<file path="src/rtl/ftrm_pkg.sv">
// Package for the fan tacho RPM meter: operation codes, register indexes
// and fixed constants. No dependencies.
package ftrm_pkg;

  // Configuration port geometry.
  localparam int CFG_IDX_W  = 2;
  localparam int CFG_DATA_W = 16;

  // Configuration register indexes.
  typedef enum logic [CFG_IDX_W-1:0] {
    IDX_PPR     = 2'd0,
    IDX_WINDOW  = 2'd1,
    IDX_STALL   = 2'd2
  } ftrm_cfg_idx_e;

  // Reset values of the configuration registers.
  localparam logic [3:0]  PPR_RESET    = 4'd2;
  localparam logic [15:0] WINDOW_RESET = 16'd1000;
  localparam logic [15:0] STALL_RESET  = 16'd1000;

  // Speed arithmetic.
  localparam int          RPM_W     = 16;
  localparam int          PPR_W     = 4;
  localparam logic [15:0] RPM_SCALE = 16'd60000;
  localparam logic [15:0] RPM_MAX   = 16'hFFFF;

  // What the back end must do for one accepted poll.
  typedef enum logic [1:0] {
    OP_OPEN = 2'd0,  // window still open, report current speed
    OP_KEEP = 2'd1,  // window closed without pulses, speed kept
    OP_ZERO = 2'd2,  // window closed without pulses, fan stalled
    OP_DIV  = 2'd3   // window closed with pulses, compute new speed
  } ftrm_op_e;

endpackage

</file>
<file path="src/rtl/ftrm_fifo.sv">
// Small register FIFO that decouples the poll classifier from the speed
// calculator. Generic; no package dependencies.
module ftrm_fifo #(
  parameter int WIDTH = 8,
  parameter int DEPTH = 2
) (
  input  logic             clk_i,
  input  logic             rst_ni,
  input  logic             wr_valid_i,
  output logic             wr_ready_o,
  input  logic [WIDTH-1:0] wr_data_i,
  output logic             rd_valid_o,
  input  logic             rd_ready_i,
  output logic [WIDTH-1:0] rd_data_o
);

  localparam int PTR_W = (DEPTH > 1) ? $clog2(DEPTH) : 1;
  localparam int CNT_W = $clog2(DEPTH + 1);

  logic [WIDTH-1:0] mem_q [DEPTH];
  logic [PTR_W-1:0] wr_ptr_q, wr_ptr_d;
  logic [PTR_W-1:0] rd_ptr_q, rd_ptr_d;
  logic [CNT_W-1:0] cnt_q, cnt_d;
  logic             push, pop;

  assign wr_ready_o = (cnt_q != CNT_W'(DEPTH));
  assign rd_valid_o = (cnt_q != '0);
  assign rd_data_o  = mem_q[rd_ptr_q];
  assign push       = wr_valid_i & wr_ready_o;
  assign pop        = rd_valid_o & rd_ready_i;

  // Pointer and fill-level update with wrap at the depth.
  always_comb begin
    wr_ptr_d = wr_ptr_q;
    rd_ptr_d = rd_ptr_q;
    cnt_d    = cnt_q;
    if (push) begin
      wr_ptr_d = (wr_ptr_q == PTR_W'(DEPTH - 1)) ? '0 : wr_ptr_q + 1'b1;
    end
    if (pop) begin
      rd_ptr_d = (rd_ptr_q == PTR_W'(DEPTH - 1)) ? '0 : rd_ptr_q + 1'b1;
    end
    if (push && !pop) begin
      cnt_d = cnt_q + 1'b1;
    end else if (pop && !push) begin
      cnt_d = cnt_q - 1'b1;
    end
  end

  always_ff @(posedge clk_i or negedge rst_ni) begin
    if (!rst_ni) begin
      wr_ptr_q <= '0;
      rd_ptr_q <= '0;
      cnt_q    <= '0;
    end else begin
      wr_ptr_q <= wr_ptr_d;
      rd_ptr_q <= rd_ptr_d;
      cnt_q    <= cnt_d;
    end
  end

  // Storage needs no reset; an entry is read only after it was written.
  always_ff @(posedge clk_i) begin
    if (push) begin
      mem_q[wr_ptr_q] <= wr_data_i;
    end
  end

endmodule

</file>
<file path="src/rtl/ftrm_front.sv">
// Front end of the fan tacho RPM meter: edge detection, pulse counting and
// window bookkeeping per poll. Depends on ftrm_pkg.
module ftrm_front #(
  parameter int TIME_WIDTH  = 32,
  parameter int COUNT_WIDTH = 16
) (
  input  logic                   clk_i,
  input  logic                   rst_ni,
  input  logic                   in_valid_i,
  input  logic                   tacho_level_i,
  input  logic [31:0]            now_ms_i,
  input  logic [15:0]            window_ms_i,
  input  logic [15:0]            stall_timeout_ms_i,
  input  logic                   push_ready_i,
  output logic                   push_valid_o,
  output ftrm_pkg::ftrm_op_e     op_o,
  output logic [COUNT_WIDTH-1:0] count_o,
  output logic [TIME_WIDTH-1:0]  elapsed_o
);
  import ftrm_pkg::*;

  logic                   prev_level_q, prev_level_d;
  logic [COUNT_WIDTH-1:0] count_q, count_d;
  logic [TIME_WIDTH-1:0]  last_pulse_q, last_pulse_d;
  logic [TIME_WIDTH-1:0]  win_start_q, win_start_d;

  logic                   accept;
  logic                   fell;
  logic [TIME_WIDTH-1:0]  now_t;
  logic [COUNT_WIDTH-1:0] count_new;
  logic [TIME_WIDTH-1:0]  last_new;
  logic [TIME_WIDTH-1:0]  elapsed;
  logic [TIME_WIDTH-1:0]  age;
  logic [15:0]            win_eff;
  logic                   closed;
  ftrm_op_e               op;

  assign accept       = in_valid_i & push_ready_i;
  assign push_valid_o = in_valid_i;
  assign now_t        = TIME_WIDTH'(now_ms_i);
  assign win_eff      = (window_ms_i == '0) ? 16'd1 : window_ms_i;

  // A high-to-low change of the tacho line is one pulse; the counter saturates.
  assign fell      = prev_level_q & ~tacho_level_i;
  assign count_new = (fell && (count_q != '1)) ? count_q + 1'b1 : count_q;
  assign last_new  = fell ? now_t : last_pulse_q;

  // Window close test and stall test on wrapping time differences.
  assign elapsed = now_t - win_start_q;
  assign age     = now_t - last_new;
  assign closed  = (elapsed >= TIME_WIDTH'(win_eff));

  always_comb begin
    if (!closed) begin
      op = OP_OPEN;
    end else if (count_new != '0) begin
      op = OP_DIV;
    end else if (age > TIME_WIDTH'(stall_timeout_ms_i)) begin
      op = OP_ZERO;
    end else begin
      op = OP_KEEP;
    end
  end

  assign op_o      = op;
  assign count_o   = count_new;
  assign elapsed_o = elapsed;

  // Next state on an accepted poll.
  always_comb begin
    prev_level_d = prev_level_q;
    count_d      = count_q;
    last_pulse_d = last_pulse_q;
    win_start_d  = win_start_q;
    if (accept) begin
      prev_level_d = tacho_level_i;
      last_pulse_d = last_new;
      count_d      = (op == OP_DIV) ? '0 : count_new;
      if (closed) begin
        win_start_d = now_t;
      end
    end
  end

  always_ff @(posedge clk_i or negedge rst_ni) begin
    if (!rst_ni) begin
      prev_level_q <= 1'b1;
      count_q      <= '0;
      last_pulse_q <= '0;
      win_start_q  <= '0;
    end else begin
      prev_level_q <= prev_level_d;
      count_q      <= count_d;
      last_pulse_q <= last_pulse_d;
      win_start_q  <= win_start_d;
    end
  end

endmodule

</file>
<file path="src/rtl/ftrm_back.sv">
// Back end of the fan tacho RPM meter: speed register, serial restoring
// divider and the output register. Depends on ftrm_pkg.
module ftrm_back #(
  parameter int TIME_WIDTH  = 32,
  parameter int COUNT_WIDTH = 16
) (
  input  logic                   clk_i,
  input  logic                   rst_ni,
  input  logic                   job_valid_i,
  output logic                   job_ready_o,
  input  ftrm_pkg::ftrm_op_e     job_op_i,
  input  logic [COUNT_WIDTH-1:0] job_count_i,
  input  logic [TIME_WIDTH-1:0]  job_elapsed_i,
  input  logic [3:0]             pulses_per_rev_i,
  output logic                   out_valid_o,
  input  logic                   out_ready_i,
  output logic [15:0]            rpm_o,
  output logic                   window_closed_o
);
  import ftrm_pkg::*;

  localparam int NUM_W  = COUNT_WIDTH + RPM_W;
  localparam int DEN_W  = TIME_WIDTH + PPR_W;
  localparam int STEP_W = $clog2(NUM_W);

  typedef enum logic [1:0] {
    ST_IDLE,
    ST_MUL,
    ST_DIV,
    ST_DONE
  } state_e;

  state_e                 state_q;
  logic                   out_valid_q;
  logic [RPM_W-1:0]       rpm_q;
  logic                   closed_q;
  logic [RPM_W-1:0]       speed_q;
  logic [COUNT_WIDTH-1:0] count_q;
  logic [TIME_WIDTH-1:0]  elapsed_q;
  logic [NUM_W-1:0]       num_q, num_d;
  logic [DEN_W-1:0]       den_q;
  logic [DEN_W-1:0]       rem_q, rem_d;
  logic [STEP_W-1:0]      step_q;

  logic                   out_free;
  logic [PPR_W-1:0]       ppr_eff;
  logic [DEN_W:0]         trial;
  logic [DEN_W:0]         diff;
  logic                   fits;
  logic [RPM_W-1:0]       rpm_sat;

  assign out_free        = ~out_valid_q | out_ready_i;
  assign job_ready_o     = (state_q == ST_IDLE) & out_free;
  assign out_valid_o     = out_valid_q;
  assign rpm_o           = rpm_q;
  assign window_closed_o = closed_q;
  assign ppr_eff         = (pulses_per_rev_i == '0) ? PPR_W'(1) : pulses_per_rev_i;

  // One restoring division step: the quotient bits shift into num_q.
  assign trial = {rem_q, num_q[NUM_W-1]};
  assign diff  = trial - {1'b0, den_q};
  assign fits  = (trial >= {1'b0, den_q});
  assign rem_d = fits ? diff[DEN_W-1:0] : trial[DEN_W-1:0];
  assign num_d = {num_q[NUM_W-2:0], fits};

  // Quotients beyond 16 bits saturate.
  assign rpm_sat = (|num_q[NUM_W-1:RPM_W]) ? RPM_MAX : num_q[RPM_W-1:0];

  // Sequencer, datapath and output register.
  always_ff @(posedge clk_i or negedge rst_ni) begin
    if (!rst_ni) begin
      state_q     <= ST_IDLE;
      out_valid_q <= 1'b0;
      rpm_q       <= '0;
      closed_q    <= 1'b0;
      speed_q     <= '0;
      count_q     <= '0;
      elapsed_q   <= '0;
      num_q       <= '0;
      den_q       <= '0;
      rem_q       <= '0;
      step_q      <= '0;
    end else begin
      if (out_valid_q && out_ready_i) begin
        out_valid_q <= 1'b0;
      end
      case (state_q)
        ST_IDLE: begin
          if (job_valid_i && out_free) begin
            case (job_op_i)
              OP_DIV: begin
                count_q   <= job_count_i;
                elapsed_q <= job_elapsed_i;
                state_q   <= ST_MUL;
              end
              OP_ZERO: begin
                speed_q     <= '0;
                rpm_q       <= '0;
                closed_q    <= 1'b1;
                out_valid_q <= 1'b1;
              end
              OP_KEEP: begin
                rpm_q       <= speed_q;
                closed_q    <= 1'b1;
                out_valid_q <= 1'b1;
              end
              default: begin
                rpm_q       <= speed_q;
                closed_q    <= 1'b0;
                out_valid_q <= 1'b1;
              end
            endcase
          end
        end
        ST_MUL: begin
          // Dividend is pulses times 60000, divisor is pulses per rev times ms.
          num_q   <= NUM_W'(count_q) * NUM_W'(RPM_SCALE);
          den_q   <= DEN_W'(ppr_eff) * DEN_W'(elapsed_q);
          rem_q   <= '0;
          step_q  <= '0;
          state_q <= ST_DIV;
        end
        ST_DIV: begin
          rem_q  <= rem_d;
          num_q  <= num_d;
          step_q <= step_q + 1'b1;
          if (step_q == STEP_W'(NUM_W - 1)) begin
            state_q <= ST_DONE;
          end
        end
        ST_DONE: begin
          if (out_free) begin
            speed_q     <= rpm_sat;
            rpm_q       <= rpm_sat;
            closed_q    <= 1'b1;
            out_valid_q <= 1'b1;
            state_q     <= ST_IDLE;
          end
        end
        default: begin
          state_q <= ST_IDLE;
        end
      endcase
    end
  end

endmodule

</file>
<file path="src/rtl/fan_tacho_rpm_meter_unit.sv">
// Top level of the fan tacho RPM meter: configuration registers and the
// front end, queue and back end. Depends on ftrm_pkg and the ftrm_* modules.
//
// Each request is one poll of the tacho line with its millisecond time and
// gives exactly one result: the current speed and whether this poll closed
// a measurement window. A front end counts falling edges and classifies the
// poll at once, so polls are taken one per cycle while a two-entry queue
// has room. Results of polls that leave the window open, or close it with
// no pulses, go straight to the output register when the back end takes
// them. A poll that closes a window with pulses goes through these back-end
// steps in order: taking the job, one multiply, COUNT_WIDTH + 16 steps of
// the bit-serial restoring divider, and loading the output register; that
// divider sets the rate. Speed saturates at 65535 rpm.
// Configuration is written through a plain write port with no read-back.
module fan_tacho_rpm_meter_unit #(
  parameter int TIME_WIDTH  = 32,
  parameter int COUNT_WIDTH = 16
) (
  input  logic                            clk_i,
  input  logic                            rst_ni,
  input  logic                            cfg_we_i,
  input  logic [ftrm_pkg::CFG_IDX_W-1:0]  cfg_idx_i,
  input  logic [ftrm_pkg::CFG_DATA_W-1:0] cfg_wdata_i,
  input  logic                            in_valid_i,
  output logic                            in_ready_o,
  input  logic                            tacho_level_i,
  input  logic [31:0]                     now_ms_i,
  output logic                            out_valid_o,
  input  logic                            out_ready_i,
  output logic [15:0]                     rpm_o,
  output logic                            window_closed_o
);
  import ftrm_pkg::*;

  localparam int JOB_W = $bits(ftrm_op_e) + COUNT_WIDTH + TIME_WIDTH;

  logic [PPR_W-1:0] ppr_q;
  logic [15:0]      window_q;
  logic [15:0]      stall_q;

  logic                   push_valid, push_ready;
  ftrm_op_e               push_op;
  logic [COUNT_WIDTH-1:0] push_count;
  logic [TIME_WIDTH-1:0]  push_elapsed;
  logic [JOB_W-1:0]       push_data;

  logic                   job_valid, job_ready;
  logic [JOB_W-1:0]       job_data;
  ftrm_op_e               job_op;
  logic [COUNT_WIDTH-1:0] job_count;
  logic [TIME_WIDTH-1:0]  job_elapsed;

  // Configuration registers; writes to unknown indexes are dropped.
  always_ff @(posedge clk_i or negedge rst_ni) begin
    if (!rst_ni) begin
      ppr_q    <= PPR_RESET;
      window_q <= WINDOW_RESET;
      stall_q  <= STALL_RESET;
    end else if (cfg_we_i) begin
      case (cfg_idx_i)
        IDX_PPR:    ppr_q    <= cfg_wdata_i[PPR_W-1:0];
        IDX_WINDOW: window_q <= cfg_wdata_i;
        IDX_STALL:  stall_q  <= cfg_wdata_i;
        default: begin
        end
      endcase
    end
  end

  assign in_ready_o = push_ready;

  ftrm_front #(
    .TIME_WIDTH  (TIME_WIDTH),
    .COUNT_WIDTH (COUNT_WIDTH)
  ) u_front (
    .clk_i              (clk_i),
    .rst_ni             (rst_ni),
    .in_valid_i         (in_valid_i),
    .tacho_level_i      (tacho_level_i),
    .now_ms_i           (now_ms_i),
    .window_ms_i        (window_q),
    .stall_timeout_ms_i (stall_q),
    .push_ready_i       (push_ready),
    .push_valid_o       (push_valid),
    .op_o               (push_op),
    .count_o            (push_count),
    .elapsed_o          (push_elapsed)
  );

  assign push_data = {push_op, push_count, push_elapsed};

  ftrm_fifo #(
    .WIDTH (JOB_W),
    .DEPTH (2)
  ) u_fifo (
    .clk_i      (clk_i),
    .rst_ni     (rst_ni),
    .wr_valid_i (push_valid),
    .wr_ready_o (push_ready),
    .wr_data_i  (push_data),
    .rd_valid_o (job_valid),
    .rd_ready_i (job_ready),
    .rd_data_o  (job_data)
  );

  assign job_op      = ftrm_op_e'(job_data[JOB_W-1 -: $bits(ftrm_op_e)]);
  assign job_count   = job_data[TIME_WIDTH +: COUNT_WIDTH];
  assign job_elapsed = job_data[TIME_WIDTH-1:0];

  ftrm_back #(
    .TIME_WIDTH  (TIME_WIDTH),
    .COUNT_WIDTH (COUNT_WIDTH)
  ) u_back (
    .clk_i            (clk_i),
    .rst_ni           (rst_ni),
    .job_valid_i      (job_valid),
    .job_ready_o      (job_ready),
    .job_op_i         (job_op),
    .job_count_i      (job_count),
    .job_elapsed_i    (job_elapsed),
    .pulses_per_rev_i (ppr_q),
    .out_valid_o      (out_valid_o),
    .out_ready_i      (out_ready_i),
    .rpm_o            (rpm_o),
    .window_closed_o  (window_closed_o)
  );

endmodule

</file>
<file path="config.mk">
export PLATFORM = sky130hd
export DESIGN_NAME = fan_tacho_rpm_meter_unit
export DESIGN_NICKNAME = d
export VERILOG_FILES = /design/src/rtl/ftrm_pkg.sv /design/src/rtl/ftrm_fifo.sv /design/src/rtl/ftrm_front.sv /design/src/rtl/ftrm_back.sv /design/src/rtl/fan_tacho_rpm_meter_unit.sv
export SDC_FILE = /design/constraint.sdc
export NUM_CORES = 1
export LEC_CHECK = 0
export BUFFER_PORTS_ARGS = -buffer_cell sky130_fd_sc_hd__buf_2
export CORE_ASPECT_RATIO = 0.7
export CORE_UTILIZATION = 50
export CTS_CLUSTER_DIAMETER = 100
export DETAILED_ROUTE_END_ITERATION = 16
export PLACE_DENSITY = 0.66
export SYNTH_ARGS = -nofsm -noshare
export SYNTH_HDL_FRONTEND = slang
export SYNTH_SLANG_ARGS = --single-unit
</file>
<file path="constraint.sdc">
create_clock -name clk_i -period 5.5 [get_ports clk_i]
set_clock_uncertainty 0.15 [all_clocks]
set_input_delay 1.1 -clock clk_i [delete_from_list [all_inputs] [get_ports clk_i]]
set_output_delay 1.1 -clock clk_i [all_outputs]
set_load 0.005 [all_outputs]
</file>
==> metrics.log <==
[metrics] sinks on the clock net: approximately 410
[metrics] total CTS buffers: 44
[metrics] Starting Density: 0.507
[metrics] detailed-route via count: between 20000 and 25000
[metrics] filler instances: 5256
[metrics] worst-skew pair later-pin latency: ~600 ps
[metrics] peak fanout along the critical path: 4
[metrics] kind of path behind the tightest hold check: register to register
[metrics] aggregate routed wire length: between 70 and 80 mm
[metrics] fmax: roughly 0.19 GHz
[metrics] CTS Hold Bufs: 0
[metrics] pin slew with the least headroom to its limit: roughly 1100 ps
[metrics] share of the yosys chip area belonging to registers: 0.357
[metrics] Layout Area Growth over Synthesis: 12.8%
[metrics] post-synthesis cell type with the largest combined area: sky130_fd_sc_hd__dfrtp_1
[metrics] critical path type: input pin to register
[metrics] number of setup violations in the final report: 0
[metrics] number of top-level pins: 75
[metrics] CTS tree: yes
[metrics] number of antenna violations at the first check in global routing: 1
[metrics] all-layer global routing usage: 0.238
[metrics] IO Port Bufs: 74
[metrics] Clock Pin Slew Worst Setup and Hold Paths: ~60 ps
[metrics] count of cell types in the netlist: 89
[metrics] area share of the leading cell type in the synthesized netlist: 0.247
[metrics] CP required: 5780 ps
[metrics] DPL Wire Length: 56.1 mm
[metrics] final clock period utilization by the worst path: 0.971
[metrics] fraction of final layout cells sized beyond drive strength 1: 0.144
[metrics] result of the run: complete, no violations
[metrics] syn avg cell area: ~9.4 um^2
[metrics] Clock Path Buffers: 3
[metrics] Final Worst Setup Slack: roughly 160 ps
[metrics] GRT Residual Overflow: 0
[metrics] EDFF count, synth: 100
[metrics] maxcap violations: 0
[metrics] area of the core: 0.0601 mm^2
[metrics] category of the worst setup path launch point: input pin
[metrics] number of vias per cell after detailed routing: ~5.5
[metrics] FF+latch count, synth: about 410
[metrics] worst endpoint data arrival time: about 5600 ps
[metrics] # diodes: 0
[metrics] largest cells by area after synthesis: sky130_fd_sc_hd__dfrtp_1 25%, sky130_fd_sc_hd__ha_1 10%, sky130_fd_sc_hd__edfxtp_1 9.9%, sky130_fd_sc_hd__fa_1 8.1%, sky130_fd_sc_hd__inv_1 4.2%
[metrics] maximum number of pins on one net before global-route repair: between 100 and 150
[metrics] main flop type after synthesis: sky130_fd_sc_hd__dfrtp_1
[metrics] wire length of the first global-routing pass: roughly 120 mm
[metrics] endpoint type of the worst setup path: register
[metrics] remaining max-slew budget at the tightest pin: 0.253
[metrics] Final Slew Violations: 0
[metrics] register area: between 0.01 and 0.015 mm^2
[metrics] Synth Cell Area: 0.0304 mm^2
[metrics] Mapped Cells: ~3200
[metrics] unrepaired setup endpoints after global routing: true
[metrics] synthesized net count: between 3000 and 4000
[metrics] RePlAce Congestion: 0.894
[metrics] x dimension of the die: 297 um
[metrics] Multi-input gate area: around 0.018 mm^2
[metrics] post-route ant nets: 0
[metrics] number of DRC violations after detailed routing: 0
[metrics] Routed wire per std cell: 17.2 um
[metrics] Final Util: 0.571
[metrics] number of placement rows: 75
[metrics] first-pass iteration count of the detailed router: 5
[metrics] crit path time final: between 5000 and 6000 ps
[metrics] nets: approximately 3800
[metrics] floorplan die height: between 200 and 250 um
[metrics] clock root cell: sky130_fd_sc_hd__clkbuf_16
[metrics] number of hold violations in the final report: 0
[metrics] worst slack after detailed placement: -438 ps
[metrics] number of global-route vias before repair: ~23000
[metrics] count of routing violations after the opening detailed-route iteration: approximately 1600
[metrics] total of warnings raised by yosys: 0
[metrics] async set-reset flop share out of synthesis: 0.758
[metrics] total die area: 0.0619 mm^2
[metrics] htree depth: 2
-- metrics by stage --
| step | instances | hold WS [ps] | cell area (um^2) | setup TNS, ps |
|---|---|---|---|---|
| final | 4237 | 326 | 34300 | 0 |
| after global routing | 4237 | 346 | 34300 | -881 |
| after CTS | 4230 | 332 | 34100 | 0 |
| after detailed placement | 4145 | 318 | 32600 | -17630 |
| after global placement | 4145 | 309 | 32600 | -12930 |
| after floorplan | 3226 | 300 | 30500 | -70.8 |
-- cell usage in the layout, fill, tap and decap left out, drive strengths merged, types with 48 or more instances in the layout --
cell    Yosys  layout
edfxtp    100     100
o21ai     219     219
dfrtp     300     300
xnor2     103     103
clkbuf     94      65
nand2     319     319
inv       344     345
a21oi     222     222
mux2       99      99
a21o       79      79
buf        25     241
nor2      197     197
xor2       59      59
nor3       48      48
nor2b      78      78
mux2i      89      89
ha        247     247
fa        123     123
nand3      55      55
-- metal layers --
layer | wire (um) | track usage
met1 | 38000 | 0.371
met2 | 30600 | 0.350
met3 | 2930 | 0.0299
met4 | 1260 | 0.0521
met5 | 0 | 0
-- registers in the layout, indices dropped and copies added (netlist names) --
| register | flops |
|---|---|
| u_back.step_q | 5 |
| u_back.rem_q | 36 |
| u_front.prev_level_q | 1 |
| u_front.last_pulse_q | 32 |
| stall_q | 16 |
| u_fifo.cnt_q | 2 |
| u_front.count_q | 16 |
| u_back.out_valid_o | 1 |
| u_back.speed_q | 16 |
| u_back.window_closed_o | 1 |
| u_back.num_q | 32 |
| u_back.den_q | 36 |
| u_fifo.wr_ptr_q | 1 |
| u_back.state_q | 2 |
| u_fifo.rd_ptr_q | 1 |
| u_front.win_start_q | 32 |
| ppr_q | 4 |
| window_q | 16 |
| u_back.rpm_o | 16 |
| u_back.count_q | 16 |
| u_back.elapsed_q | 32 |
| u_fifo.mem_q | 100 |
-- timing repair --
item,CTS,global route
pin swaps,6,37
buffers inserted,4,7
endpoints found under the setup margin,3,61
gates resized for setup,3,49
-- kinds of logic (layout without fill, tap and decap cells) --
| family | after synthesis | after routing | share of synthesized area |
|---|---|---|---|
| compound gates | 756 | 756 | 0.153 |
| xor+xnor | 162 | 162 | 0.0469 |
| fa+ha+maj | 372 | 372 | 0.183 |
| buf+inv | 465 | 668 | 0.0590 |
| flops | 414 | 414 | 0.357 |
| mux | 188 | 188 | 0.0659 |
| simple gates | 869 | 869 | 0.135 |
-- area by class of cell --
type                    instances  area share
repair buffers                241      0.0490
inverters                     346      0.0378
clock buffers                  65      0.0371
flip-flops and latches        414       0.317
well taps                     808      0.0295
clock inverters                16     0.00394
multi-input cells            2347       0.526
-- path summary, 6_finish.rpt --
check	start	endpoint	slack [ps]	cells past startpoint
worst max-delay path	tacho_level_i	u_fifo.mem_q[1][48]	160	26
worst min-delay path	u_back.rpm_o[6]	u_back.rpm_o[6]	330	2
worst max register to register	u_back.count_q[2]	u_back.num_q[31]	170	21
worst min register to register	u_back.rpm_o[6]	u_back.rpm_o[6]	330	2
max in group asynchronous	rst_ni	u_front.win_start_q[25]	3600	2
min in group asynchronous	rst_ni	u_back.step_q[2]	410	1
-- Yosys cell counts, types with 23 or more instances --
cell,n
sky130_fd_sc_hd__fa_1,123
sky130_fd_sc_hd__edfxtp_1,100
sky130_fd_sc_hd__ha_1,247
sky130_fd_sc_hd__a21oi_1,219
sky130_fd_sc_hd__nand4_1,37
sky130_fd_sc_hd__nor3_1,48
sky130_fd_sc_hd__nand3_1,54
sky130_fd_sc_hd__clkbuf_1,93
sky130_fd_sc_hd__o21bai_1,24
sky130_fd_sc_hd__mux2i_1,89
sky130_fd_sc_hd__a31oi_1,24
sky130_fd_sc_hd__o21ai_0,215
sky130_fd_sc_hd__mux2_2,89
sky130_fd_sc_hd__a21o_1,79
sky130_fd_sc_hd__nor2_1,196
sky130_fd_sc_hd__inv_1,344
sky130_fd_sc_hd__o22ai_1,40
sky130_fd_sc_hd__nor2b_1,78
sky130_fd_sc_hd__xor2_1,58
sky130_fd_sc_hd__nand2_1,319
sky130_fd_sc_hd__nand2b_1,30
sky130_fd_sc_hd__xnor2_1,103
sky130_fd_sc_hd__o21a_1,23
sky130_fd_sc_hd__dfrtp_1,300
-- worst max-delay path: stages --
cell                        delay, ps
sky130_fd_sc_hd__buf_6             90
sky130_fd_sc_hd__nand2b_4         140
sky130_fd_sc_hd__nand2_2           70
sky130_fd_sc_hd__o21ai_2           50
sky130_fd_sc_hd__ha_2             170
sky130_fd_sc_hd__inv_2             80
sky130_fd_sc_hd__a21oi_2           60
sky130_fd_sc_hd__o311a_1          370
sky130_fd_sc_hd__or3_4            360
sky130_fd_sc_hd__a21boi_4         180
sky130_fd_sc_hd__nor2_4            50
sky130_fd_sc_hd__o311ai_2         220
sky130_fd_sc_hd__o21ai_1          130
sky130_fd_sc_hd__a21oi_2          210
sky130_fd_sc_hd__ha_4             160
sky130_fd_sc_hd__nand4_1          140
sky130_fd_sc_hd__nor4_2           270
sky130_fd_sc_hd__a21oi_1           70
sky130_fd_sc_hd__nor3_1           170
sky130_fd_sc_hd__nand4_1          140
sky130_fd_sc_hd__nor4_2           170
sky130_fd_sc_hd__nand4_1          170
sky130_fd_sc_hd__a2111oi_2        350
sky130_fd_sc_hd__nand4_1          190
sky130_fd_sc_hd__o31ai_1          290
sky130_fd_sc_hd__and2_1           210
Power is not shown: default switching activity piles up to over one toggle a cycle in this logic, so the estimate is an artifact.
